[src/design/ubds_pkg.sv]
// constants shared by the baud divisor search unit
package ubds_pkg;

    // field widths
    localparam int CLOCK_W = 28;
    localparam int BAUD_W  = 25;
    localparam int OSR_W   = 6;

    // divisor range
    localparam int DIVISOR_BITS = 13;
    localparam int DIV_MAX      = (1 << DIVISOR_BITS) - 1;

    // oversampling ratio sweep
    localparam int OSR_MIN       = 4;
    localparam int OSR_MAX       = 32;
    localparam int BOTH_EDGE_MAX = 7;

    // clock register reset value
    localparam int CLOCK_RESET = 80000000;

    // ratio times baud fits in baud width plus five bits (ratio at most 32)
    localparam int PROD_W = BAUD_W + 5;

    // shared divider width: covers clock plus half product and ratio times baud
    localparam int DIV_W     = PROD_W;
    localparam int DIV_CNT_W = $clog2(DIV_W + 1);

endpackage

[src/design/ubds_in_if.sv]
// request channel carrying the baud rate
interface ubds_in_if;
    logic                          valid;
    logic                          ready;
    logic [ubds_pkg::BAUD_W-1:0]   baud_rate;

    modport source (output valid, output baud_rate, input ready);
    modport sink   (input valid, input baud_rate, output ready);
endinterface

[src/design/ubds_out_if.sv]
// result channel carrying ratio, divisor and both-edge flag
interface ubds_out_if;
    logic                                valid;
    logic                                ready;
    logic [ubds_pkg::OSR_W-1:0]          oversample_ratio;
    logic [ubds_pkg::DIVISOR_BITS-1:0]   divisor;
    logic                                both_edge;

    modport source (output valid, output oversample_ratio, output divisor,
                    output both_edge, input ready);
    modport sink   (input valid, input oversample_ratio, input divisor,
                    input both_edge, output ready);
endinterface

[src/design/ubds_div.sv]
// bit-serial restoring divider, one quotient bit per cycle
module ubds_div
(
    input  logic                        clk,
    input  logic                        rst_n,
    input  logic                        start,
    input  logic [ubds_pkg::DIV_W-1:0]  dividend,
    input  logic [ubds_pkg::DIV_W-1:0]  divisor,
    output logic                        done,
    output logic [ubds_pkg::DIV_W-1:0]  quotient
);

    logic [ubds_pkg::DIV_W-1:0]     quo_reg;
    logic [ubds_pkg::DIV_W-1:0]     rem_reg;
    logic [ubds_pkg::DIV_W-1:0]     den_reg;
    logic [ubds_pkg::DIV_CNT_W-1:0] cnt_reg;
    logic                           busy_reg;
    logic                           done_reg;

    logic [ubds_pkg::DIV_W:0]       shifted;
    logic [ubds_pkg::DIV_W+1:0]     diff;
    logic                           neg;

    // trial subtraction of the divisor from the shifted remainder
    assign shifted = {rem_reg, quo_reg[ubds_pkg::DIV_W-1]};
    assign diff    = {1'b0, shifted} - {2'b00, den_reg};
    assign neg     = diff[ubds_pkg::DIV_W+1];

    // control: bit counter, busy and done pulse
    always_ff @(posedge clk or negedge rst_n)
    begin
        if (!rst_n)
        begin
            busy_reg <= 1'b0;
            done_reg <= 1'b0;
            cnt_reg  <= '0;
        end
        else
        begin
            done_reg <= 1'b0;
            if (start)
            begin
                busy_reg <= 1'b1;
                cnt_reg  <= ubds_pkg::DIV_CNT_W'(ubds_pkg::DIV_W);
            end
            else if (busy_reg)
            begin
                cnt_reg <= cnt_reg - 1'b1;
                if (cnt_reg == ubds_pkg::DIV_CNT_W'(1))
                begin
                    busy_reg <= 1'b0;
                    done_reg <= 1'b1;
                end
            end
        end
    end

    // datapath: remainder and quotient shift registers
    always_ff @(posedge clk)
    begin
        if (start)
        begin
            quo_reg <= dividend;
            rem_reg <= '0;
            den_reg <= divisor;
        end
        else if (busy_reg)
        begin
            quo_reg <= {quo_reg[ubds_pkg::DIV_W-2:0], ~neg};
            rem_reg <= neg ? shifted[ubds_pkg::DIV_W-1:0] : diff[ubds_pkg::DIV_W-1:0];
        end
    end

    assign done     = done_reg;
    assign quotient = quo_reg;

endmodule

[src/design/uart_baud_divisor_search_unit.sv]
// top level: searches oversampling ratio and divisor for a requested baud rate
// For each requested baud rate the unit tries every oversampling ratio from 4 to 32,
// forms the rounded divisor clock_hz/(ratio*baud) clamped to 1..8191, computes the
// achieved rate clock_hz/(ratio*divisor) and keeps the first ratio with the smallest
// error. A baud rate of 0 is treated as 1. Both divisions run on one shared bit-serial
// divider, one quotient bit per cycle over 30 bits, first the rounded divisor and then
// the achieved rate for each ratio. A finished result waits in an output register while
// the next item is accepted. clock_hz is written through cfg_we/cfg_wdata; the user must
// write it only while the unit is idle, the unit does not enforce this. It resets to 80 MHz.
module uart_baud_divisor_search_unit
(
    input  logic                          clk,
    input  logic                          rst_n,
    input  logic                          cfg_we,
    input  logic [ubds_pkg::CLOCK_W-1:0]  cfg_wdata,
    ubds_in_if.sink                       baud_in,
    ubds_out_if.source                    result_out
);

    localparam logic [2:0] ST_IDLE   = 3'd0;
    localparam logic [2:0] ST_LOAD1  = 3'd1;
    localparam logic [2:0] ST_WAIT1  = 3'd2;
    localparam logic [2:0] ST_LOAD2  = 3'd3;
    localparam logic [2:0] ST_WAIT2  = 3'd4;
    localparam logic [2:0] ST_UPDATE = 3'd5;
    localparam logic [2:0] ST_FINISH = 3'd6;

    localparam logic [ubds_pkg::DIV_W-1:0] DivMaxW = ubds_pkg::DIV_W'(ubds_pkg::DIV_MAX);

    logic [2:0]                          state_reg;
    logic [ubds_pkg::CLOCK_W-1:0]        clock_reg;
    logic [ubds_pkg::BAUD_W-1:0]         baud_reg;
    logic [ubds_pkg::OSR_W-1:0]          osr_reg;
    logic [ubds_pkg::DIVISOR_BITS-1:0]   sdiv_reg;
    logic [ubds_pkg::DIV_W-1:0]          best_err_reg;
    logic [ubds_pkg::OSR_W-1:0]          best_osr_reg;
    logic [ubds_pkg::DIVISOR_BITS-1:0]   best_div_reg;
    logic                                out_valid_reg;
    logic [ubds_pkg::OSR_W-1:0]          out_osr_reg;
    logic [ubds_pkg::DIVISOR_BITS-1:0]   out_div_reg;
    logic                                out_both_reg;

    logic                                div_start;
    logic [ubds_pkg::DIV_W-1:0]          div_dividend;
    logic [ubds_pkg::DIV_W-1:0]          div_divisor;
    logic                                div_done;
    logic [ubds_pkg::DIV_W-1:0]          div_quotient;

    logic [ubds_pkg::DIV_W-1:0]          prod;
    logic [ubds_pkg::DIV_W-1:0]          osr_div;
    logic [ubds_pkg::DIV_W-1:0]          baud_w;
    logic [ubds_pkg::DIV_W-1:0]          err;
    logic                                take;
    logic                                out_free;

    // shared divider
    ubds_div u_div
    (
        .clk      (clk),
        .rst_n    (rst_n),
        .start    (div_start),
        .dividend (div_dividend),
        .divisor  (div_divisor),
        .done     (div_done),
        .quotient (div_quotient)
    );

    // ratio times baud and ratio times divisor
    assign prod    = ubds_pkg::DIV_W'(osr_reg) * ubds_pkg::DIV_W'(baud_reg);
    assign osr_div = ubds_pkg::DIV_W'(osr_reg) * ubds_pkg::DIV_W'(sdiv_reg);
    assign baud_w  = ubds_pkg::DIV_W'(baud_reg);

    // divider operand selection
    always_comb
    begin
        div_start    = 1'b0;
        div_dividend = ubds_pkg::DIV_W'(clock_reg);
        div_divisor  = osr_div;
        if (state_reg == ST_LOAD1)
        begin
            div_start    = 1'b1;
            div_dividend = ubds_pkg::DIV_W'(clock_reg) + (prod >> 1);
            div_divisor  = prod;
        end
        else if (state_reg == ST_LOAD2)
        begin
            div_start = 1'b1;
        end
    end

    // absolute error of the achieved rate and best-so-far test
    assign err      = (div_quotient > baud_w) ? (div_quotient - baud_w)
                                              : (baud_w - div_quotient);
    assign take     = (osr_reg == ubds_pkg::OSR_W'(ubds_pkg::OSR_MIN)) || (err < best_err_reg);
    assign out_free = !out_valid_reg || result_out.ready;

    // clock frequency register
    always_ff @(posedge clk or negedge rst_n)
    begin
        if (!rst_n)
        begin
            clock_reg <= ubds_pkg::CLOCK_W'(ubds_pkg::CLOCK_RESET);
        end
        else if (cfg_we)
        begin
            clock_reg <= cfg_wdata;
        end
    end

    // search sequencer
    always_ff @(posedge clk or negedge rst_n)
    begin
        if (!rst_n)
        begin
            state_reg <= ST_IDLE;
        end
        else
        begin
            unique case (state_reg)
                ST_IDLE:
                begin
                    if (baud_in.valid)
                    begin
                        state_reg <= ST_LOAD1;
                    end
                end
                ST_LOAD1:  state_reg <= ST_WAIT1;
                ST_WAIT1:
                begin
                    if (div_done)
                    begin
                        state_reg <= ST_LOAD2;
                    end
                end
                ST_LOAD2:  state_reg <= ST_WAIT2;
                ST_WAIT2:
                begin
                    if (div_done)
                    begin
                        state_reg <= ST_UPDATE;
                    end
                end
                ST_UPDATE:
                begin
                    if (osr_reg == ubds_pkg::OSR_W'(ubds_pkg::OSR_MAX))
                    begin
                        state_reg <= ST_FINISH;
                    end
                    else
                    begin
                        state_reg <= ST_LOAD1;
                    end
                end
                ST_FINISH:
                begin
                    if (out_free)
                    begin
                        state_reg <= ST_IDLE;
                    end
                end
                default:   state_reg <= ST_IDLE;
            endcase
        end
    end

    // working registers of the search
    always_ff @(posedge clk)
    begin
        if (state_reg == ST_IDLE && baud_in.valid)
        begin
            baud_reg <= (baud_in.baud_rate == '0) ? ubds_pkg::BAUD_W'(1) : baud_in.baud_rate;
            osr_reg  <= ubds_pkg::OSR_W'(ubds_pkg::OSR_MIN);
        end
        // clamp the rounded divisor to its range
        if (state_reg == ST_WAIT1 && div_done)
        begin
            if (div_quotient == '0)
            begin
                sdiv_reg <= ubds_pkg::DIVISOR_BITS'(1);
            end
            else if (div_quotient > DivMaxW)
            begin
                sdiv_reg <= ubds_pkg::DIVISOR_BITS'(ubds_pkg::DIV_MAX);
            end
            else
            begin
                sdiv_reg <= div_quotient[ubds_pkg::DIVISOR_BITS-1:0];
            end
        end
        if (state_reg == ST_UPDATE)
        begin
            if (take)
            begin
                best_err_reg <= err;
                best_osr_reg <= osr_reg;
                best_div_reg <= sdiv_reg;
            end
            osr_reg <= osr_reg + 1'b1;
        end
    end

    // output register
    always_ff @(posedge clk or negedge rst_n)
    begin
        if (!rst_n)
        begin
            out_valid_reg <= 1'b0;
        end
        else if (state_reg == ST_FINISH && out_free)
        begin
            out_valid_reg <= 1'b1;
        end
        else if (result_out.ready)
        begin
            out_valid_reg <= 1'b0;
        end
    end

    always_ff @(posedge clk)
    begin
        if (state_reg == ST_FINISH && out_free)
        begin
            out_osr_reg  <= best_osr_reg;
            out_div_reg  <= best_div_reg;
            out_both_reg <= (best_osr_reg <= ubds_pkg::OSR_W'(ubds_pkg::BOTH_EDGE_MAX));
        end
    end

    assign baud_in.ready               = (state_reg == ST_IDLE);
    assign result_out.valid            = out_valid_reg;
    assign result_out.oversample_ratio = out_osr_reg;
    assign result_out.divisor          = out_div_reg;
    assign result_out.both_edge        = out_both_reg;

endmodule

[src/flat_wrapper.sv]
// flat-port wrapper written by rule: the top's interface ports become plain ports
module uart_baud_divisor_search_unit_flat 
  (clk, rst_n, cfg_we, cfg_wdata, baud_in_valid, baud_in_baud_rate, baud_in_ready, result_out_valid, result_out_oversample_ratio, result_out_divisor, result_out_both_edge, result_out_ready);
  ubds_in_if baud_in_i ();
  ubds_out_if result_out_i ();
  input  logic clk;
  input  logic rst_n;
  input  logic cfg_we;
  input  logic [ubds_pkg::CLOCK_W-1:0] cfg_wdata;
  input wire logic [$bits(baud_in_i.valid)-1:0] baud_in_valid;
  input wire logic [$bits(baud_in_i.baud_rate)-1:0] baud_in_baud_rate;
  output wire logic [$bits(baud_in_i.ready)-1:0] baud_in_ready;
  output wire logic [$bits(result_out_i.valid)-1:0] result_out_valid;
  output wire logic [$bits(result_out_i.oversample_ratio)-1:0] result_out_oversample_ratio;
  output wire logic [$bits(result_out_i.divisor)-1:0] result_out_divisor;
  output wire logic [$bits(result_out_i.both_edge)-1:0] result_out_both_edge;
  input wire logic [$bits(result_out_i.ready)-1:0] result_out_ready;
  assign baud_in_i.valid = baud_in_valid;
  assign baud_in_i.baud_rate = baud_in_baud_rate;
  assign baud_in_ready = baud_in_i.ready;
  assign result_out_valid = result_out_i.valid;
  assign result_out_oversample_ratio = result_out_i.oversample_ratio;
  assign result_out_divisor = result_out_i.divisor;
  assign result_out_both_edge = result_out_i.both_edge;
  assign result_out_i.ready = result_out_ready;
  uart_baud_divisor_search_unit u_core (.clk(clk), .rst_n(rst_n), .cfg_we(cfg_we), .cfg_wdata(cfg_wdata), .baud_in(baud_in_i), .result_out(result_out_i));
endmodule
[config.mk]
export PLATFORM = sky130hd
export DESIGN_NAME = uart_baud_divisor_search_unit_flat
export DESIGN_NICKNAME = d
export VERILOG_FILES = /design/src/design/ubds_pkg.sv /design/src/design/ubds_in_if.sv /design/src/design/ubds_out_if.sv /design/src/design/ubds_div.sv /design/src/design/uart_baud_divisor_search_unit.sv /design/src/flat_wrapper.sv
export SDC_FILE = /design/constraint.sdc
export NUM_CORES = 1
export LEC_CHECK = 0
export BUFFER_PORTS_ARGS = -buffer_cell sky130_fd_sc_hd__clkbuf_2
export CAP_MARGIN = 20
export CORE_MARGIN = 4
export CORE_UTILIZATION = 50
export CTS_CLUSTER_SIZE = 10
export DETAILED_ROUTE_END_ITERATION = 8
export PLACE_DENSITY = 0.67
export SETUP_SLACK_MARGIN = 0.15
export SLEW_MARGIN = 20
export SYNTH_ARGS = -nofsm -noshare
export SYNTH_HDL_FRONTEND = slang
export SYNTH_SLANG_ARGS = --single-unit
[constraint.sdc]
create_clock -name clk -period 10.01 [get_ports clk]
set_clock_uncertainty 0.1 [all_clocks]
set_input_delay 1.001 -clock clk [delete_from_list [all_inputs] [get_ports clk]]
set_output_delay 1.001 -clock clk [all_outputs]
set_load 0.01 [all_outputs]
==> run metrics <==
Hold Crit Class=flop to flop; Clock transition at path regs=0.06 ns; DR iter-0 viols=1706; number of hold buffers added after cts=0; CTS Sinks=242; Area growth syn-to-layout=8.13%; Yosys reg bits=242; syn_area_per_cell=9.16 um2; Slew Limit Headroom=37.3%; Mapped Nets=2825; H-tree depth=1; Vias/cell=5.70; Die Area=47700 um2; Mapped Cells=2418; Final Cycle Share=76.2%; initial antenna violation count=1; Worst-Skew Late Latency=0.60 ns; total of max-cap violations=0; Final Hold Vio Count=0; CTS root buffer=clkbuf_16; n_diodes=0; Min Hold Slack=0.320 ns; DRT met1 WL=27200 um; number of flops mapped to enable cells by yosys=173; PortBufs=79; status=finished clean; vias in the first global route=17175; per-cell routed wire length=19.5 um; fill count=3922; Top Metal Used=met4; global route overflow=0; first-pass GRT wire length=93600 um; asr flop ratio synth=16.1%; # IOs=80; crit end category=flop; Least-Margin Pin Slew=0.916 ns; fraction of layout instances using a drive strength above 1=7.81%; total track usage=24.7%; Site Rows=76; met3 wire length=4280 um; core box area=43500 um2; total negative setup slack=0 ns; Main synth FF type=edfxtp_1; CP startpoint kind=flop; clock period minus worst slack=7.63 ns; area of the multi-input gates=13800 um2; fin nets=2841; sequential-to-total area share from yosys stat=30.6%; Fmax achieved=131 MHz; Final Max Slew Viols=0; critical setup path kind=flop to flop; CP required=10.20 ns; final setup fails=0; RSZ-0062 raised after global routing=false; drt first pass iters=6; Post-route DRC=0; Cell Area, Synth=22200 um2; chip height=218 um; Worst Path Max Fanout=23; synth unique cells=72; vias=17334; Initial Util=51.0%; final wirelength=59400 um; FF/Latch Area=6780 um2; Die Wd=218 um; Post-CTS Resized=0; DR WL met2=26400 um; GP Congestion=0.932; Detail Route Antenna Nets=0; CTS tree=done; largest net degree at the start of global routing=75; postcts setup bufs=0; hpwl dp=46700 um; total CTS buffers=30; Yosys Warn Count=0; Worst EP arrival=7.82 ns; Max clock buf depth=3
-- cells by family after synthesis --
| logic type | count (synthesis) | share of synthesized area [%] |
|---|---|---|
| AND/OR/NAND/NOR | 662 | 14.4 |
| AO/OA/AOI/OAI | 572 | 16.2 |
| buffers and inverters | 428 | 7.36 |
| adder cells (fa/ha/maj) | 349 | 24.5 |
| flip-flops | 242 | 30.6 |
| XOR/XNOR | 116 | 4.59 |
| multiplexers | 49 | 2.38 |
-- cell usage in the layout, fill, tap and decap left out, types with 20 or more instances in the layout --
master	netlist	routed
o21bai_1	20	20
o21a_1	25	25
nand2_1	223	223
xnor2_1	68	68
clkbuf_2	0	79
o21ai_0	123	123
nand3_1	25	25
ha_1	208	208
a211oi_1	34	33
fa_1	141	141
nor2b_1	21	21
dfxtp_1	30	30
clkbuf_16	0	30
xor2_1	48	48
edfxtp_1	173	173
nor3_1	33	32
inv_1	312	312
a21o_1	73	73
mux2_2	30	30
nand4_1	24	24
nor2_1	143	143
a21oi_1	194	194
dfrtp_1	31	30
and2_1	126	126
-- synth_stat cells (all sizes together), types with 7 or more instances --
cell	n	share of area, %
inv	312	5.3
nand2	223	3.8
ha	208	12
a21oi	195	4.4
edfxtp	173	23
nor2	143	2.4
fa	141	13
o21ai	127	2.9
and2	126	3.6
clkbuf	97	1.6
a21o	73	2.5
xnor2	68	2.7
xor2	48	1.9
a211oi	34	1.2
nor3	33	0.75
dfrtp	31	3.5
dfxtp	30	2.7
mux2	30	1.5
nand3	25	0.56
o21a	25	0.85
nand4	24	0.68
nor2b	21	0.59
o21bai	20	0.68
mux2i	19	0.86
buf	17	0.40
nand2b	17	0.48
a31oi	16	0.45
nor4	12	0.34
o211ai	11	0.37
o31ai	10	0.40
and3	8	0.23
dfstp	8	0.95
or3	8	0.23
a21boi	7	0.24
a221oi	7	0.30
o31a	7	0.28
-- final cells by class --
class | instances | share of cell area (%)
multi-input combinational | 1748 | 57.5
sequential | 242 | 28.3
inverter | 314 | 4.92
clock buffer | 51 | 3.71
tap | 585 | 3.06
timing repair buffer | 98 | 2.25
clock inverter | 5 | 0.209
-- critical path, stage by stage (launching register included) --
cell       delay, ns
edfxtp_1        0.76
inv_1           0.53
nor2_1          0.29
fa_1            0.45
fa_1            0.55
inv_1           0.05
fa_1            0.47
inv_1           0.04
ha_1            0.33
a21oi_1         0.23
o221ai_1        0.24
a2111oi_2       0.58
nor2_1          0.15
o21a_1          0.20
nor2_1          0.10
xnor2_1         0.16
ha_1            0.34
a21oi_1         0.25
inv_1           0.09
a21o_1          0.18
a21oi_1         0.14
o21a_1          0.19
o21ai_0         0.16
a211oi_1        0.37
nor2_1          0.10
xnor2_1         0.16
o211ai_1        0.10
-- final timing paths --
| kind | cells after the start | slack (ns) | from | endpoint |
|---|---|---|---|---|
| setup / recovery | 26 | 2.38 | u_core.osr_reg[0] | u_core.u_div.quotient[26] |
| hold / removal | 0 | 0.32 | u_core.best_osr_reg[2] | u_core.result_out.oversample_ratio[2] |
| setup reg to reg | 26 | 2.38 | u_core.osr_reg[0] | u_core.u_div.quotient[26] |
| hold reg to reg | 0 | 0.32 | u_core.best_osr_reg[2] | u_core.result_out.oversample_ratio[2] |
| max in group asynchronous | 2 | 9.01 | rst_n | u_core.state_reg[1] |
| min in group asynchronous | 2 | 0.39 | rst_n | u_core.clock_reg[21] |
-- metrics by stage --
stage / setup WS (ns) / utilization [%] / cells / area, um2
after global routing: 1.87 / 55.1 / 3043 / 24000
after floorplan: 1.45 / - / 2418 / 22200
after detailed placement: 2.47 / 52.9 / 2987 / 23000
final: 2.38 / 55.1 / 3043 / 24000
after CTS: 2.47 / 55.1 / 3043 / 23900
after global placement: 2.76 / 52.9 / 2987 / 23000
-- layer usage --
| layer | global-route usage [%] | vias up |
|---|---|---|
| met5 | 0 | - |
| met1 | 35.8 | 8366 |
| met4 | 6.57 | 0 |
| li1 | - | 8264 |
| met3 | 3.92 | 96 |
| met2 | 38.7 | 608 |
Power is not shown: default switching activity piles up to over one toggle a cycle in this logic, so the estimate is an artifact.
